**src/sv/ensb_pkg.sv**
```systemverilog
// shared types, constants and codes of the event number sync builder
package ensb_pkg;

	// default sizes
	localparam int NUM_SOURCES_DEF  = 8;
	localparam int QUEUE_DEPTH_DEF  = 16;
	localparam int PAYLOAD_BITS_DEF = 32;

	// fixed field widths
	localparam int SRC_ID_W = 3;
	localparam int EVN_W    = 32;
	localparam int HANDLE_W = 32;
	localparam int CFG_W    = 8;

	// register port
	localparam int APB_AW = 3;
	localparam int APB_DW = 32;

	// word index of the source enable register (paddr[2])
	localparam logic REG_ENABLED_SOURCES = 1'b0;

	typedef enum logic {
		FUNC_PUSH      = 1'b0,
		FUNC_START_RUN = 1'b1
	} func_t;

	typedef enum logic {
		STATUS_BUILT   = 1'b0,
		STATUS_DROPPED = 1'b1
	} status_t;

	typedef struct packed {
		func_t               func;
		logic [SRC_ID_W-1:0] source_id;
		logic [EVN_W-1:0]    event_number;
		logic [HANDLE_W-1:0] payload_handle;
	} ensb_req_t;

	typedef struct packed {
		status_t             status;
		logic [SRC_ID_W-1:0] out_source;
		logic [EVN_W-1:0]    out_event_number;
		logic [HANDLE_W-1:0] out_payload;
		logic                mismatch;
		logic                last;
	} ensb_res_t;

	// register file to core
	typedef struct packed {
		logic             wr;
		logic [CFG_W-1:0] wdata;
		logic [CFG_W-1:0] enabled;
	} ensb_cfg_t;

	typedef enum logic [2:0] {
		ST_IDLE,
		ST_CHECK,
		ST_CMP_RD,
		ST_CMP_EV,
		ST_EMIT_RD,
		ST_EMIT_WR
	} state_t;

endpackage

```
**src/sv/ensb_cfg.sv**
```systemverilog
// apb register block holding the source enable mask
module ensb_cfg (
	input  logic                          clk,
	input  logic                          arst_n,
	input  logic                          psel,
	input  logic                          penable,
	input  logic                          pwrite,
	input  logic [ensb_pkg::APB_AW-1:0]   paddr,
	input  logic [ensb_pkg::APB_DW-1:0]   pwdata,
	output logic [ensb_pkg::APB_DW-1:0]   prdata,
	output logic                          pready,
	output ensb_pkg::ensb_cfg_t           cfg
);
	import ensb_pkg::*;

	logic [CFG_W-1:0] enabled_q;
	logic             reg_hit;
	logic             wr_en;

	assign reg_hit = (paddr[2] == REG_ENABLED_SOURCES);
	assign wr_en   = psel && penable && pwrite && reg_hit;

	always_ff @(posedge clk or negedge arst_n) begin
		if (!arst_n) begin
			enabled_q <= '0;
		end else if (wr_en) begin
			enabled_q <= pwdata[CFG_W-1:0];
		end
	end

	assign pready      = 1'b1;
	assign prdata      = reg_hit ? APB_DW'(enabled_q) : '0;
	assign cfg.wr      = wr_en;
	assign cfg.wdata   = pwdata[CFG_W-1:0];
	assign cfg.enabled = enabled_q;
endmodule

```
**config.mk**
```make
export PLATFORM = sky130hd
export DESIGN_NAME = ensb_cfg
export DESIGN_NICKNAME = d
export VERILOG_FILES = /design/src/sv/ensb_pkg.sv /design/src/sv/ensb_cfg.sv
export SDC_FILE = /design/constraint.sdc
export NUM_CORES = 1
export LEC_CHECK = 0
export ABC_AREA = 1
export BUFFER_PORTS_ARGS = -buffer_cell sky130_fd_sc_hd__buf_2
export CELL_PAD_IN_SITES_DETAIL_PLACEMENT = 1
export CELL_PAD_IN_SITES_GLOBAL_PLACEMENT = 1
export CORE_ASPECT_RATIO = 0.6
export CORE_UTILIZATION = 20
export CTS_BUF_LIST = sky130_fd_sc_hd__clkbuf_4 sky130_fd_sc_hd__clkbuf_8 sky130_fd_sc_hd__clkbuf_16
export CTS_CLUSTER_SIZE = 25
export DETAILED_ROUTE_END_ITERATION = 8
export PLACE_DENSITY_LB_ADDON = 0.25
export REMOVE_ABC_BUFFERS = 1
export SYNTH_ARGS = -nofsm -noshare
export SYNTH_HDL_FRONTEND = slang
export SYNTH_SLANG_ARGS = --single-unit
```
**constraint.sdc**
```tcl
create_clock -name clk -period 1.9 [get_ports clk]
set_input_delay 0.38 -clock clk [delete_from_list [all_inputs] [get_ports clk]]
set_output_delay 0.38 -clock clk [all_outputs]
set_load 0.005 [all_outputs]
```
[Word-level counts from Yosys, hierarchy flattened]
Index checks and enable logic that the tools add are counted.
Word-level totals
  logic and storage cells: 6
  register bits: 8
Cells by class
  muxes and demuxes: 1
  reduce and logical (&&, ||, !) cells: 3
  bitwise logic cells: 1
Operators by type and width (count)
  8-bit 2-to-1 mux: 1
  1-bit logical AND: 3
  1-bit inverter: 1

[Logic depth before layout (Yosys ltp)]
  word-level depth: 3
  depth in mapped cells: 5
  mapped depth without buffers: 5

[Least setup slack after synthesis]
No wires, ideal clock.
  kind: input to output
  start point: input paddr[2] (netlist bit)
  end point: output cfg[16] (netlist bit)
  data required time: 1.520 ns
  arrival: 0.885 ns
  setup slack: 0.635 ns
  stages on the path: 5
  path through: buf_6 -> nor2_8 -> nand2_4 -> inv_1 -> buf_4
On the way
  cells in the longest elaborated chain, start to end: 2
Ends and longest elaborated chain
  start, declared: RTL line ensb_cfg.sv:8  | input logic [ensb_pkg::APB_AW-1:0] paddr,
  1-bit inverter: RTL line ensb_cfg.sv:20  | assign reg_hit = (paddr[2] == REG_ENABLED_SOURCES);
  1-bit logical AND: RTL line ensb_cfg.sv:21  | assign wr_en = psel && penable && pwrite && reg_hit;
  end, declared: RTL line ensb_cfg.sv:12  | output ensb_pkg::ensb_cfg_t cfg
No other way between the ends.

==> summary by stage <==
Status
The run finished with clean final reports.

Global routing
The first global-routing pass estimated about 2200 microns of wire. The total congestion overflow after global routing is 0. The number of global-route vias before repair is around 430. For this run, the total global-route usage over all layers was measured as between 8 and 9%. The maximum number of pins on one net before global-route repair is 10.

The number of antenna violations at the first check in global routing came to 0.

Clock network
The number of clock sinks seen by CTS is 8. Clock tree synthesis inserted a total of 3 buffers. After clock tree synthesis, the clock-pin slew on the worst setup and hold paths is approximately 40 ps. CTS placed an instance of sky130_fd_sc_hd__clkbuf_8 at the clock tree root. The later-pin clock latency in the skew report is 220 ps.

The CTS tree is yes. The depth of the CTS H-tree is 1. The number of resized instances in the post-cts repair step is 0. The post-CTS setup buffer count is 0. The deepest clock path buffer count is 2. The cts-stage hold buffer count is 1.

Yosys
The post-synthesis cell area is slightly below 700 sq um. The most frequently used cell type in the post-synthesis netlist is sky130_fd_sc_hd__buf_4. The most frequently used flop master after synthesis is sky130_fd_sc_hd__dfrtp_1. The per-instance average area after synthesis is 7.48 sq um. In the synthesized netlist, the cells that appear most often are 34 x sky130_fd_sc_hd__buf_4, 17 x sky130_fd_sc_hd__nand2_1, 10 x sky130_fd_sc_hd__inv_1. Synthesis handed over a netlist of 91 instances. The share of synthesized area occupied by flip-flops and latches is roughly 30%. The number of enable-type register cells in the synthesized netlist is 0. The number of storage elements in the synthesis netlist is 8. The share of flip-flops with an asynchronous set or reset is 100%.

sky130_fd_sc_hd__buf_4 takes more of the synthesized area than any other cell. The top-area cell type share of the netlist area is 37.5%. The number of unique standard cell types used by synthesis is 11. Yosys printed 0 warnings. Ranked by total cell area, the synthesized netlist is headed by sky130_fd_sc_hd__buf_4 38%, sky130_fd_sc_hd__dfrtp_1 29%, sky130_fd_sc_hd__nand2_1 9.4%.

Floorplan
The boundary pin count is 90. In this run the horizontal extent of the chip is 77.3 microns. The overall die area is between 3000 and 4000 sq um. The floorplan has 15 rows. For this configuration, the core starts out at a cell density of ~22%. The floorplan step set the die height to between 40 and 50 microns. The area of the core region is 3040 sq um.

Finish
The proportion of layout cells with a drive suffix above 1 is about 36%. The repair_antennas step left the layout with diodes totalling 0. The largest registers in the layout are enabled_q: 8 flops.

The register with the most flip-flops is enabled_q. The final standard cell area without fillers is between 700 and 800 sq um. The count of nets after finishing is about 160. Compared with the post-synthesis result, the final layout area differs by 16.7%. Fill cells in the final layout number ~400. The number of flip-flops under the largest register name is 8.

Min path
The tightest min-delay check is of the input port to register type. In this run the most critical hold path is launched from pwdata[6].

Timing
The number of hold violations in the final report is 0. Setup violations remaining at the end of the flow were counted as 0. Setup repair after global routing left no endpoint under its margin. In the final timing run, aggregate negative setup slack is 0 ps. The final max-slew violation count is 0. The routed design could run at a clock period as short as 1460 ps. The clock tree skew after final layout is 0 ps. For this run, the top clock speed supported by timing is between 0.6 and 0.7 GHz. The final critical-path share of the clock period is ~77%.

Setup path
The required time at the endpoint of the critical path is roughly 1500 ps. The critical path in this run is classified as input port to output port. The top fanout value on the critical path is 9. Among all stages on the critical path, the largest delay is contributed by sky130_fd_sc_hd__nor2_8. The worst stage delay on the critical path is 210 ps. The count of buffer and inverter cells on the critical path is 3.

The most numerous cell on the critical path is sky130_fd_sc_hd__buf_2. The reg-to-reg startpoint is enabled_q[2]$_DFFE_PN0P_. At the worst endpoint, the arrival time is between 1000 and 1500 ps. The element type at the critical path start is an input port.

The cell family contributing the most delay on the critical path is buffers and inverters. Walking the worst path, the cells encountered are buf_2 > nor2_8 > nand2_4 > inv_1 > buf_2. The critical path launch point is paddr[2]. The worst setup path is captured at an output port.

Routing
After the first detailed-routing iteration, the DRC count stood at 8. The total wire length is ~1600 microns. Using the TritonRoute via totals, the vias-per-cell ratio works out to approximately 3.4. The routed length per placed instance is 9.67 microns. For this run, design rule violations remaining after detail routing come to 0. The number of vias after detailed routing is 547. In this run the remaining antenna-violating nets after routing total 0. For this run, the detailed router's first-pass iteration total came to 4.

Flow run
The max-cap violation count is 0.

Place
In this run the cell area measured after placement is around 740 sq um. During placement, the flow inserted port buffers numbering 38. The weighted congestion reported at the end of routability-driven placement is around 0.67. Summed over all nets, the half-perimeter wirelength after detailed placement is ~1300 microns.

Pwr
The power per unit of standard cell area is 746 nW/um^2. The analysis attributes to cell leakage a power of 0.529 nW. The worst IR drop on VDD is 0.162 mV.
cells by family (layout without fill, tap and decap cells):
family        count (synthesis)  in the layout  share of synthesized area (%)
buf+inv                      46             53                           45.2
simple gates                 35             35                           24.3
flops                         8              8                           29.4
other cells                   2             25                           1.10
layout by cell type, fill, tap and decap left out, drive strengths merged:
master	synthesis	final
clkbuf	0	3
dlygate4sd3	0	1
conb	2	25
nor2	9	9
nand3	8	8
buf	35	38
dfrtp	8	8
inv	11	11
nand2	18	18
power breakdown:
part,internal (mW),switching (mW),leakage [nW]
Clock,0.137,0.0656,0.0216
Sequential,0.203,0.0241,0.101
Combinational,0.0724,0.0903,0.407
Total,0.413,0.180,0.529
metrics by stage:
| stage | util, % | worst slack (ps) | total power [mW] | instances | hold WS, ps |
|---|---|---|---|---|---|
| finish | 26.1 | 443 | 0.593 | 163 | 399 |
| global placement | 24.4 | 444 | 0.389 | 159 | 233 |
| CTS | 26.1 | 435 | 0.604 | 163 | 400 |
| global route | 26.1 | 375 | 0.644 | 163 | 408 |
| floorplan | - | 782 | 0.298 | 79 | 84.4 |
| detailed placement | 24.4 | 436 | 0.395 | 159 | 238 |
final cells by class:
cell class              instances  area, sq um  share of cell area, %
well taps                      42         52.6                   6.61
inverters                      11         41.3                   5.20
repair buffers                 39          200                   25.2
flip-flops and latches          8          200                   25.2
clock buffers                   3         41.3                   5.20
multi-input cells              60          259                   32.6
tightest hold or removal path, stage by stage:
cell                      delay, ps
sky130_fd_sc_hd__buf_2           80
sky130_fd_sc_hd__nand3_1         70
sky130_fd_sc_hd__nand2_1         60
path summary, 6_finish.rpt:
check	end	slack, ps	cells after the start
setup / recovery	cfg[16]	440	5
hold / removal	enabled_q[6]$_DFFE_PN0P_	400	3
setup reg to reg	enabled_q[2]$_DFFE_PN0P_	1280	2
hold reg to reg	enabled_q[4]$_DFFE_PN0P_	490	2
max in group asynchronous	enabled_q[4]$_DFFE_PN0P_	1180	2
min in group asynchronous	enabled_q[1]$_DFFE_PN0P_	540	2
layer usage:
metal	up-vias	GRT usage (%)	wire length (microns)
li1	271	-	-
met1	243	11.3	701
met2	31	12.6	732
met3	2	1.94	123
met4	0	6.79	19
met5	-	0	0
(Power assumes the default switching activity.)
